$ cat config.mk
export PLATFORM = sky130hd
export DESIGN_NAME = texture_column_rasterizer
export DESIGN_NICKNAME = d
export VERILOG_FILES = /design/src/rtl/core/tcr_pkg.sv /design/src/rtl/core/tcr_in_reg.sv /design/src/rtl/core/tcr_core.sv /design/src/rtl/core/tcr_out_reg.sv /design/src/rtl/core/texture_column_rasterizer.sv
export VERILOG_INCLUDE_DIRS = /design/src /design/src/rtl/core
export SDC_FILE = /design/constraint.sdc
export NUM_CORES = 2
export LEC_CHECK = 0
export BUFFER_PORTS_ARGS = -buffer_cell sky130_fd_sc_hd__buf_2
export CAP_MARGIN = 0
export CORE_ASPECT_RATIO = 0.9
export CORE_MARGIN = 2
export CORE_UTILIZATION = 55
export DETAILED_ROUTE_END_ITERATION = 12
export GPL_TIMING_DRIVEN = 0
export PLACE_DENSITY = 0.73
export SETUP_SLACK_MARGIN = 0.3
export SKIP_CTS_REPAIR_TIMING = 1
export SLEW_MARGIN = 20
export SYNTH_ARGS = -nofsm -noshare
export SYNTH_HDL_FRONTEND = slang
export SYNTH_SLANG_ARGS = --single-unit
export TNS_END_PERCENT = 10
$ cat constraint.sdc
create_clock -name clk -period 29.9 [get_ports clk]
set_input_delay 5.98 -clock clk [delete_from_list [all_inputs] [get_ports clk]]
set_output_delay 5.98 -clock clk [all_outputs]
set_load 0.05 [all_outputs]
$ cat src/rtl/core/texture_column_rasterizer_assert.svh
// assertion macros for the texture column rasteriser
`ifndef TEXTURE_COLUMN_RASTERIZER_ASSERT_SVH
`define TEXTURE_COLUMN_RASTERIZER_ASSERT_SVH

// same-cycle implication, checked outside reset
`define TCR_ASSERT_SAME(name, cond, prop) \
  name: assert property (@(posedge clk) disable iff (rst) (cond) |-> (prop)) \
    else $error("tcr same-cycle check failed");

// next-cycle implication, checked outside reset
`define TCR_ASSERT_NEXT(name, cond, prop) \
  name: assert property (@(posedge clk) disable iff (rst) (cond) |=> (prop)) \
    else $error("tcr next-cycle check failed");

`endif

$ cat src/rtl/core/tcr_pkg.sv
// shared types and constants for the texture column rasteriser
package tcr_pkg;

  localparam int COORD_BITS     = 12;
  localparam int FRAC_BITS      = 16;
  localparam int ACC_BITS       = 40;
  localparam int ALPHA_SHIFT    = 24;
  localparam int DIM_BITS       = 13;
  localparam int ROW_BITS       = 21;
  localparam int STEP_BITS      = 32;
  localparam int TEXEL_BITS     = 32;
  localparam int CFG_INDEX_BITS = 1;
  localparam int CFG_DATA_BITS  = DIM_BITS;
  localparam int IN_TDATA_BITS  = 136;
  localparam int OUT_TDATA_BITS = 80;

  localparam logic [CFG_INDEX_BITS-1:0] REG_SCREEN_HEIGHT  = 1'b0;
  localparam logic [CFG_INDEX_BITS-1:0] REG_TEXTURE_HEIGHT = 1'b1;

  localparam logic [DIM_BITS-1:0] SCREEN_HEIGHT_RESET  = 13'd480;
  localparam logic [DIM_BITS-1:0] TEXTURE_HEIGHT_RESET = 13'd64;

  typedef enum logic {
    CMD_BEGIN = 1'b0,
    CMD_TEXEL = 1'b1
  } cmd_t;

  typedef struct packed {
    cmd_t                        cmd;
    logic signed [ROW_BITS-1:0]  start_row;
    logic signed [ROW_BITS-1:0]  end_row;
    logic [STEP_BITS-1:0]        step;
    logic [COORD_BITS-1:0]       texture_column;
    logic [COORD_BITS-1:0]       screen_column;
    logic [TEXEL_BITS-1:0]       texel;
  } in_item_t;

  typedef struct packed {
    logic                  fetch_valid;
    logic [COORD_BITS-1:0] fetch_row;
    logic [COORD_BITS-1:0] fetch_col;
    logic                  write_en;
    logic [COORD_BITS-1:0] write_row;
    logic [COORD_BITS-1:0] write_col;
    logic [TEXEL_BITS-1:0] color;
    logic                  column_done;
  } out_item_t;

  typedef struct packed {
    logic take;
    logic load;
    logic busy;
  } core_status_t;

endpackage

$ cat src/rtl/core/tcr_in_reg.sv
// input register stage for incoming beats
module tcr_in_reg (
  input  logic             clk,
  input  logic             rst,
  input  logic             s_valid,
  input  tcr_pkg::in_item_t s_item,
  output logic             s_ready,
  input  logic             take,
  output logic             valid,
  output tcr_pkg::in_item_t item
);

  assign s_ready = !valid || take;

  always_ff @(posedge clk) begin
    if (rst) begin
      valid <= 1'b0;
    end else if (s_ready) begin
      valid <= s_valid;
    end
  end

  always_ff @(posedge clk) begin
    if (s_valid && s_ready) begin
      item <= s_item;
    end
  end

endmodule

$ cat src/rtl/core/tcr_core.sv
// column state, clipping, texel stepping and result formation
module tcr_core (
  input  logic                                clk,
  input  logic                                rst,
  input  logic                                cfg_we,
  input  logic [tcr_pkg::CFG_INDEX_BITS-1:0]  cfg_index,
  input  logic [tcr_pkg::CFG_DATA_BITS-1:0]   cfg_data,
  input  logic                                in_valid,
  input  tcr_pkg::in_item_t                   item,
  input  logic                                out_free,
  output tcr_pkg::core_status_t               status,
  output tcr_pkg::out_item_t                  res
);

  localparam int IP_BITS   = tcr_pkg::ACC_BITS - tcr_pkg::FRAC_BITS;
  localparam int PROD_BITS = tcr_pkg::ROW_BITS + tcr_pkg::STEP_BITS;
  localparam int SROW_BITS = tcr_pkg::ROW_BITS + 1;
  localparam logic [tcr_pkg::ACC_BITS-1:0] ACC_MAX = '1;

  logic [tcr_pkg::DIM_BITS-1:0]   screen_height;
  logic [tcr_pkg::DIM_BITS-1:0]   texture_height;
  logic                           busy;
  logic [tcr_pkg::DIM_BITS-1:0]   row_counter;
  logic [tcr_pkg::DIM_BITS-1:0]   row_limit;
  logic [tcr_pkg::ACC_BITS-1:0]   tex_accum;
  logic [tcr_pkg::STEP_BITS-1:0]  step_reg;
  logic [tcr_pkg::COORD_BITS-1:0] tex_col_reg;
  logic [tcr_pkg::COORD_BITS-1:0] scr_col_reg;

  logic                           fire;
  logic                           is_begin;
  logic                           neg;
  logic [tcr_pkg::ROW_BITS-1:0]   clip_rows;
  logic [PROD_BITS-1:0]           product;
  logic [tcr_pkg::ACC_BITS-1:0]   acc_begin;
  logic signed [SROW_BITS-1:0]    row_begin;
  logic signed [SROW_BITS-1:0]    end_ext;
  logic signed [SROW_BITS-1:0]    sh_ext;
  logic signed [SROW_BITS-1:0]    lim;
  logic                           empty;
  logic [tcr_pkg::ACC_BITS:0]     acc_sum;
  logic [tcr_pkg::ACC_BITS-1:0]   acc_step;
  logic [tcr_pkg::DIM_BITS-1:0]   rc_inc;
  logic                           more;
  logic                           busy_next;

  // texel row from accumulator, clamped to the texture and the coordinate range
  function automatic logic [tcr_pkg::COORD_BITS-1:0] clamp_row(
    input logic [tcr_pkg::ACC_BITS-1:0] acc,
    input logic [tcr_pkg::DIM_BITS-1:0] th
  );
    logic [IP_BITS-1:0] ip;
    logic [IP_BITS-1:0] th_w;
    logic [IP_BITS-1:0] r;
    ip   = acc[tcr_pkg::ACC_BITS-1:tcr_pkg::FRAC_BITS];
    th_w = IP_BITS'(th);
    if (th == '0) begin
      r = '0;
    end else if (ip >= th_w) begin
      r = th_w - 1'b1;
    end else begin
      r = ip;
    end
    if (r > IP_BITS'({tcr_pkg::COORD_BITS{1'b1}})) begin
      r = IP_BITS'({tcr_pkg::COORD_BITS{1'b1}});
    end
    return r[tcr_pkg::COORD_BITS-1:0];
  endfunction

  assign is_begin = (item.cmd == tcr_pkg::CMD_BEGIN);
  assign fire     = in_valid && out_free;

  // begin beat: clip rows above the screen and pre-advance the accumulator
  assign neg       = item.start_row[tcr_pkg::ROW_BITS-1];
  assign clip_rows = tcr_pkg::ROW_BITS'(-item.start_row);
  assign product   = {{tcr_pkg::STEP_BITS{1'b0}}, clip_rows}
                   * {{tcr_pkg::ROW_BITS{1'b0}}, item.step};
  assign acc_begin = !neg ? '0 :
                     (|product[PROD_BITS-1:tcr_pkg::ACC_BITS]) ? ACC_MAX :
                     product[tcr_pkg::ACC_BITS-1:0];
  assign row_begin = neg ? '0 : $signed({1'b0, item.start_row});
  assign end_ext   = $signed({item.end_row[tcr_pkg::ROW_BITS-1], item.end_row});
  assign sh_ext    = $signed({{(SROW_BITS - tcr_pkg::DIM_BITS){1'b0}}, screen_height});
  assign lim       = (end_ext < sh_ext) ? end_ext : sh_ext;
  assign empty     = (row_begin >= lim);

  // texel beat: step the accumulator with saturation and move to the next row
  assign acc_sum  = {1'b0, tex_accum}
                  + {{(tcr_pkg::ACC_BITS + 1 - tcr_pkg::STEP_BITS){1'b0}}, step_reg};
  assign acc_step = acc_sum[tcr_pkg::ACC_BITS] ? ACC_MAX : acc_sum[tcr_pkg::ACC_BITS-1:0];
  assign rc_inc   = row_counter + 1'b1;
  assign more     = (rc_inc < row_limit);

  always_comb begin
    res       = '0;
    busy_next = busy;
    if (is_begin) begin
      busy_next = !empty;
      if (empty) begin
        res.column_done = 1'b1;
      end else begin
        res.fetch_valid = 1'b1;
        res.fetch_row   = clamp_row(acc_begin, texture_height);
        res.fetch_col   = item.texture_column;
      end
    end else if (busy) begin
      busy_next     = more;
      res.write_en  = (item.texel[tcr_pkg::TEXEL_BITS-1:tcr_pkg::ALPHA_SHIFT] == '0);
      res.color     = res.write_en ? item.texel : '0;
      res.write_row = row_counter[tcr_pkg::COORD_BITS-1:0];
      res.write_col = scr_col_reg;
      if (more) begin
        res.fetch_valid = 1'b1;
        res.fetch_row   = clamp_row(acc_step, texture_height);
        res.fetch_col   = tex_col_reg;
      end else begin
        res.column_done = 1'b1;
      end
    end
  end

  // a texel beat with no fetch pending is dropped without a result
  assign status.take = fire;
  assign status.load = fire && (is_begin || busy);
  assign status.busy = busy;

  always_ff @(posedge clk) begin
    if (rst) begin
      busy           <= 1'b0;
      screen_height  <= tcr_pkg::SCREEN_HEIGHT_RESET;
      texture_height <= tcr_pkg::TEXTURE_HEIGHT_RESET;
    end else begin
      if (fire) begin
        busy <= busy_next;
      end
      if (cfg_we) begin
        unique case (cfg_index)
          tcr_pkg::REG_SCREEN_HEIGHT:  screen_height  <= cfg_data;
          tcr_pkg::REG_TEXTURE_HEIGHT: texture_height <= cfg_data;
          default: ;
        endcase
      end
    end
  end

  always_ff @(posedge clk) begin
    if (fire) begin
      if (is_begin) begin
        step_reg    <= item.step;
        tex_col_reg <= item.texture_column;
        scr_col_reg <= item.screen_column;
        if (!empty) begin
          row_counter <= row_begin[tcr_pkg::DIM_BITS-1:0];
          row_limit   <= lim[tcr_pkg::DIM_BITS-1:0];
          tex_accum   <= acc_begin;
        end
      end else if (busy) begin
        row_counter <= rc_inc;
        tex_accum   <= acc_step;
      end
    end
  end

endmodule

$ cat src/rtl/core/tcr_out_reg.sv
// result register in front of the master side
module tcr_out_reg (
  input  logic               clk,
  input  logic               rst,
  input  logic               load,
  input  tcr_pkg::out_item_t load_item,
  output logic               free,
  input  logic               m_ready,
  output logic               valid,
  output tcr_pkg::out_item_t item
);

  assign free = !valid || m_ready;

  always_ff @(posedge clk) begin
    if (rst) begin
      valid <= 1'b0;
    end else if (free) begin
      valid <= load;
    end
  end

  always_ff @(posedge clk) begin
    if (load) begin
      item <= load_item;
    end
  end

endmodule

$ cat src/rtl/core/texture_column_rasterizer.sv
// texture column rasteriser: begin beats open a column, texel beats yield pixels
// usage:
//   slave side carries commands: tuser 0 opens a column (start/end row, 16.16 step,
//   texel column, screen column), tuser 1 returns the texel for the pending fetch.
//   each accepted beat gives at most one master beat: a fetch request for the next
//   texel row, a pixel write (when the texel alpha byte is zero), and tlast when the
//   column has no more rows. a texel beat with no fetch pending gives nothing.
//   config channel writes screen_height (index 0) and texture_height (index 1);
//   write these only while the block is idle.
// timing:
//   a beat accepted into the input register is processed by the core and loaded
//   into the result register, which drives the master side. one beat per cycle
//   sustained while the master side accepts; the column state update (one 21x32
//   multiply on begin, one 40-bit add on texel) is combinational, so a texel may
//   follow its fetch request directly.
// reset and stalls:
//   rst (synchronous) empties both registers, leaves no column open and restores
//   screen_height 480 and texture_height 64. when the master side stalls, the result
//   holds and the input register fills, after which s_tready drops.
module texture_column_rasterizer (
  input  logic                                clk,
  input  logic                                rst,
  input  logic                                s_tvalid,
  output logic                                s_tready,
  // start_row[20:0], end_row[41:21], step[73:42], texture_column[85:74],
  // screen_column[97:86], texel[129:98], zero pad above
  input  logic [tcr_pkg::IN_TDATA_BITS-1:0]   s_tdata,
  // cmd
  input  logic                                s_tuser,
  output logic                                m_tvalid,
  input  logic                                m_tready,
  // fetch_row[11:0], fetch_col[23:12], write_row[35:24], write_col[47:36],
  // color[79:48]
  output logic [tcr_pkg::OUT_TDATA_BITS-1:0]  m_tdata,
  // fetch_valid[0], write_en[1]
  output logic [1:0]                          m_tuser,
  // column_done
  output logic                                m_tlast,
  input  logic                                cfg_valid,
  output logic                                cfg_ready,
  input  logic [tcr_pkg::CFG_INDEX_BITS-1:0]  cfg_index,
  input  logic [tcr_pkg::CFG_DATA_BITS-1:0]   cfg_data
);

  tcr_pkg::in_item_t     s_item;
  tcr_pkg::in_item_t     in_item;
  logic                  in_valid;
  tcr_pkg::core_status_t status;
  tcr_pkg::out_item_t    load_item;
  tcr_pkg::out_item_t    out_item;
  logic                  out_free;

  assign s_item.cmd            = tcr_pkg::cmd_t'(s_tuser);
  assign s_item.start_row      = $signed(s_tdata[20:0]);
  assign s_item.end_row        = $signed(s_tdata[41:21]);
  assign s_item.step           = s_tdata[73:42];
  assign s_item.texture_column = s_tdata[85:74];
  assign s_item.screen_column  = s_tdata[97:86];
  assign s_item.texel          = s_tdata[129:98];

  assign cfg_ready = 1'b1;

  tcr_in_reg u_in_reg (
    .clk     (clk),
    .rst     (rst),
    .s_valid (s_tvalid),
    .s_item  (s_item),
    .s_ready (s_tready),
    .take    (status.take),
    .valid   (in_valid),
    .item    (in_item)
  );

  tcr_core u_core (
    .clk       (clk),
    .rst       (rst),
    .cfg_we    (cfg_valid && cfg_ready),
    .cfg_index (cfg_index),
    .cfg_data  (cfg_data),
    .in_valid  (in_valid),
    .item      (in_item),
    .out_free  (out_free),
    .status    (status),
    .res       (load_item)
  );

  tcr_out_reg u_out_reg (
    .clk       (clk),
    .rst       (rst),
    .load      (status.load),
    .load_item (load_item),
    .free      (out_free),
    .m_ready   (m_tready),
    .valid     (m_tvalid),
    .item      (out_item)
  );

  assign m_tdata = {out_item.color, out_item.write_col, out_item.write_row,
                    out_item.fetch_col, out_item.fetch_row};
  assign m_tuser = {out_item.write_en, out_item.fetch_valid};
  assign m_tlast = out_item.column_done;

`include "texture_column_rasterizer_assert.svh"

  // a finished column leaves no fetch pending
  `TCR_ASSERT_NEXT(a_done_idle, status.load && load_item.column_done, !status.busy)
  // a fetch request always leaves a column open
  `TCR_ASSERT_NEXT(a_fetch_busy, status.load && load_item.fetch_valid, status.busy)
  // a result never both asks for a row and closes the column
  `TCR_ASSERT_SAME(a_fetch_or_done, m_tvalid, !(m_tuser[0] && m_tlast))
  // only opaque texels reach the frame
  `TCR_ASSERT_SAME(a_write_opaque, m_tvalid && m_tuser[1], m_tdata[79:72] == 8'd0)

endmodule
Word-level counts from Yosys, hierarchy flattened --
Cells that the tools add are included.
Cells by class: bitwise operators 3, multiply operators 1, mux-type cells 32, magnitude comparators 7, reduce and logical (&&, ||, !) cells 19, $add $sub $neg 4, equality and inequality tests 2
Operator list (number):
- 40-bit two-way mux | 6
- 24-bit two-way mux | 9
- 83-bit two-way mux | 1
- 25-bit two-way mux | 3
- 21-bit by 32-bit multiplier with 53-bit output | 1
- 24-bit by 13-bit greater-or-equal comparator with 1-bit output | 2
- 24-bit by 12-bit > comparator with 1-bit output, second input constant | 2
- 40-bit by 32-bit adder with 41-bit output | 1
- 13-bit two-way mux | 3
- 32-bit two-way mux | 1
- 12-bit two-way mux | 2
- 22-bit greater-or-equal comparator | 1
- 22-bit two-way mux | 1
- 21-bit by 14-bit < comparator with 1-bit output | 1
- 21-bit negator | 1
- 20-bit two-way mux | 1
- 13-bit by 1-bit subtractor with 14-bit output, second input constant | 1
- 13-bit by 1-bit adder with 13-bit output, second input constant | 1
- 13-bit logical NOT | 1
- 13-bit < comparator | 1
- 13-bit OR reduction | 1
- 3-bit AND reduction | 3
- 8-bit logical NOT | 1
- 2-bit AND reduction | 4
- 7 further kinds | 19
Storage, ports and cells: flip-flop bits (word level) 365, output and inout port bits 86, logic and storage cells 94

Logic depth before layout (Yosys ltp) --
word-level depth 14, depth in mapped cells 51

Cells and area by module --
From an unflattened synthesis, not the netlist that was laid out.
Unflattened totals: cell total of the unflattened synthesis 4064, area total of the unflattened synthesis 40128.5 µm²
Modules (own cells, without submodules):
- tcr_core | cells each 3839, area an instance 33589.7 µm², times used 1, seq. area each 4204.0 µm²
- tcr_in_reg | cells each 136, area an instance 3988.8 µm², times used 1, seq. area each 3953.8 µm²
- tcr_out_reg | cells each 87, area an instance 2538.7 µm², times used 1, seq. area each 2512.4 µm²
- texture_column_rasterizer | cells each 2, area an instance 11.3 µm², times used 1, seq. area each 0.0 µm²

Worst setup path after synthesis --
Ideal clock, no wire load.
path kind input -> output, start input port m_tready, end output port s_tready, arrival time 6.463 ns, cell stages on the path 1, path slack 17.457 ns, cell sequence nand3b_1
Between the ends: cells in the longest elaborated chain, start to end 3
RTL lines:
- from (decl) | line texture_column_rasterizer.sv:31 | input logic m_tready,
- 1-bit logical OR | line tcr_out_reg.sv:13 | assign free = !valid || m_ready;
- 1-bit logical AND | line tcr_core.sv:71 | assign fire = in_valid && out_free;
- 1-bit logical OR | line tcr_in_reg.sv:13 | assign s_ready = !valid || take;
- to (decl) | line texture_column_rasterizer.sv:24 | output logic s_tready,
No other way between the ends.

==> results.toml <==
[layout]
final_core_util_pct = 61.40
seq_area_mm2 = 0.01067
largest_registers = "u_in_reg.item (131), u_out_reg.item (83), u_core.tex_accum (40)"
top_register = "u_in_reg.item"
final_cell_mix = "inv_1 (728), fa_1 (568), nand2_1 (558)"
multi_input_area_mm2 = 0.02583
n_fill_cell = 6021
largest_register_ffs = 131
drive_gt1_share_pct = 8.582
final_design_area_no_fill_mm2 = 0.04408
fin_nets = 5357
area_growth_pct = 10.24
final_common_cell = "inv_1"
instances_no_fill = 5360

[place]
io_buffer_count = 233
gp_congestion = 0.9757
hpwl_um = 98040
placed_area_mm2 = 0.04268
dp.cells = 5276

[routing]
drcViolationCount = 0
ant_nets = 0
drt-initial-drc-count = 2903
wl_per_cell_um = 22.33
routed-via-count = 30850
drt-pass1-iter-count = 6
wl_um = 119700
vias_per_cell = 5.756

[yosys]
yosysSeqAreaShare_pct = 26.68
synth_top_area_cell = "fa_1"
ys_types = 82
synth-seq-cells = 365
synth_area_leaders = "fa_1 (28%), edfxtp_1 (25%), ha_1 (8.4%)"
synthFlopType = "edfxtp_1"
ys_warn_count = 0
synth_area_per_cell_um2 = 9.813
async_flop_share_pct = 0
yosysTopAreaCellShare_pct = 28.44
synth_edf_count = 336
synth_area_mm2 = 0.03999
synth_cells = 4075

[critical_path]
cp_max_fo = 10
required_ps = 30200
cpPeakStageDelay_ps = 880
crit_type = "reg -> reg"
cp-start-kind = "flop"
crit_path_end_kind = "flop"
slowest_stage = "a2111oi_2"
cp.arrival_ps = 16590

[die]
initial_utilization_pct = 55.70
dieArea_mm2 = 0.07488
io_pins = 242
fp.dieH_um = 259.8
core_mm2 = 0.07180
die_x_um = 288.2
rows = 93

[timing]
slew-limit-headroom_pct = 25.18
skew_ps = 30.76
fin_setup_tns_ps = 0
worst_pin_slew_ps = 1114
finalCritPeriodShare_pct = 54.47
min_period_ps = 16290
finalSetupViolCount = 0
rsz0062_at_grt = "no"
slew_violations = 0
finalHoldViolCount = 0
fmax_ghz = 0.06140

[worst_hold_path]
min-delay-path-class = "reg -> reg"

[global_routing]
first_global_vias = 30780
grt_use_total_pct = 32.47
antenna_found_initial = 8
grt_max_degree = 58
gr-total-overflow = 0
grt_pass1_wl_um = 182100

[run]
maxCapViolCount = 0

[clock_tree]
cts_root_buf = "clkbuf_16"
clock-sinks = 365
cts_max_level = 2
cts_max_path_buffers = 3
clkTransAtPathRegs_ps = 70
cts_tree = "yes"
cts_inserted_buffers = 37
clock_latency_ps = 560

[status]
outcome = "finished, final reports clean"
-- critical path, delay by kind of cell (launching register included) --
kind | cells | cell delay, ps
compound gates | 13 | 4120
xor+xnor | 1 | 800
fa+ha+maj | 10 | 4260
buf+inv | 13 | 2880
flops | 1 | 380
simple gates | 13 | 3530
-- metal layers --
metal | share of wire (%) | up-vias | global-route usage [%]
li1 | - | 13620 | -
met1 | 40 | 15410 | 43.93
met2 | 45 | 1542 | 50.42
met3 | 11 | 275 | 9.132
met4 | 3.9 | 2 | 11.27
met5 | 0.011 | - | 0
-- per-stage QoR --
step | setup WS (ps) | hold slack [ps]
4_1_cts | 13770 | 408.5
5_1_grt | 13040 | 406.4
6_report | 13610 | 405.9
3_3_place_gp | 13900 | 400.2
2_1_floorplan | 17460 | 400.3
3_5_place_dp | 13890 | 405.7
-- synth_stat cells (all sizes together) (13+ instances only) --
master / count
a211oi: 29
a21o: 54
a21oi: 137
and2: 331
and3: 36
buf: 25
clkbuf: 190
dfxtp: 29
edfxtp: 336
fa: 568
ha: 268
inv: 730
mux2: 13
mux2i: 22
nand2: 558
nand2b: 30
nand3: 28
nand4: 35
nor2: 113
nor2b: 29
nor3: 28
o211ai: 30
o21a: 23
o21ai: 132
o21bai: 18
xnor2: 70
xor2: 37
-- logic make-up after synthesis --
group | count (synthesis) | synth area share, %
flops | 365 | 26.68
fa+ha+maj | 836 | 36.82
simple gates | 1253 | 15.46
mux | 35 | 0.9168
xor+xnor | 107 | 2.344
buf+inv | 945 | 8.983
other cells | 2 | 0.01878
compound gates | 532 | 8.771
-- final timing paths --
kind / endpoint / slack [ps] / startpoint / cells after the start
worst max-delay path: u_out_reg.item[71]$_DFFE_PP_ / 13610 / u_in_reg.item[109]$_DFFE_PP_ / 50
worst min-delay path: u_core.scr_col_reg[3]$_DFFE_PP_ / 410 / u_in_reg.item[35]$_DFFE_PP_ / 0
worst max register to register: u_out_reg.item[71]$_DFFE_PP_ / 13610 / u_in_reg.item[109]$_DFFE_PP_ / 50
worst min register to register: u_core.scr_col_reg[3]$_DFFE_PP_ / 410 / u_in_reg.item[35]$_DFFE_PP_ / 0
-- final cells by class --
class | count | area share, %
antenna | 17 | 0.09651
timing repair buffer | 244 | 3.176
tap | 950 | 2.696
clock inverter | 19 | 0.6670
clock buffer | 48 | 2.407
sequential | 365 | 24.21
buffer | 215 | 1.933
inverter | 730 | 6.222
multi-input combinational | 2772 | 58.60
Power is left out: the tool's default activity adds up to more than one toggle a clock period on the data nets, which glitch-free logic cannot reach.
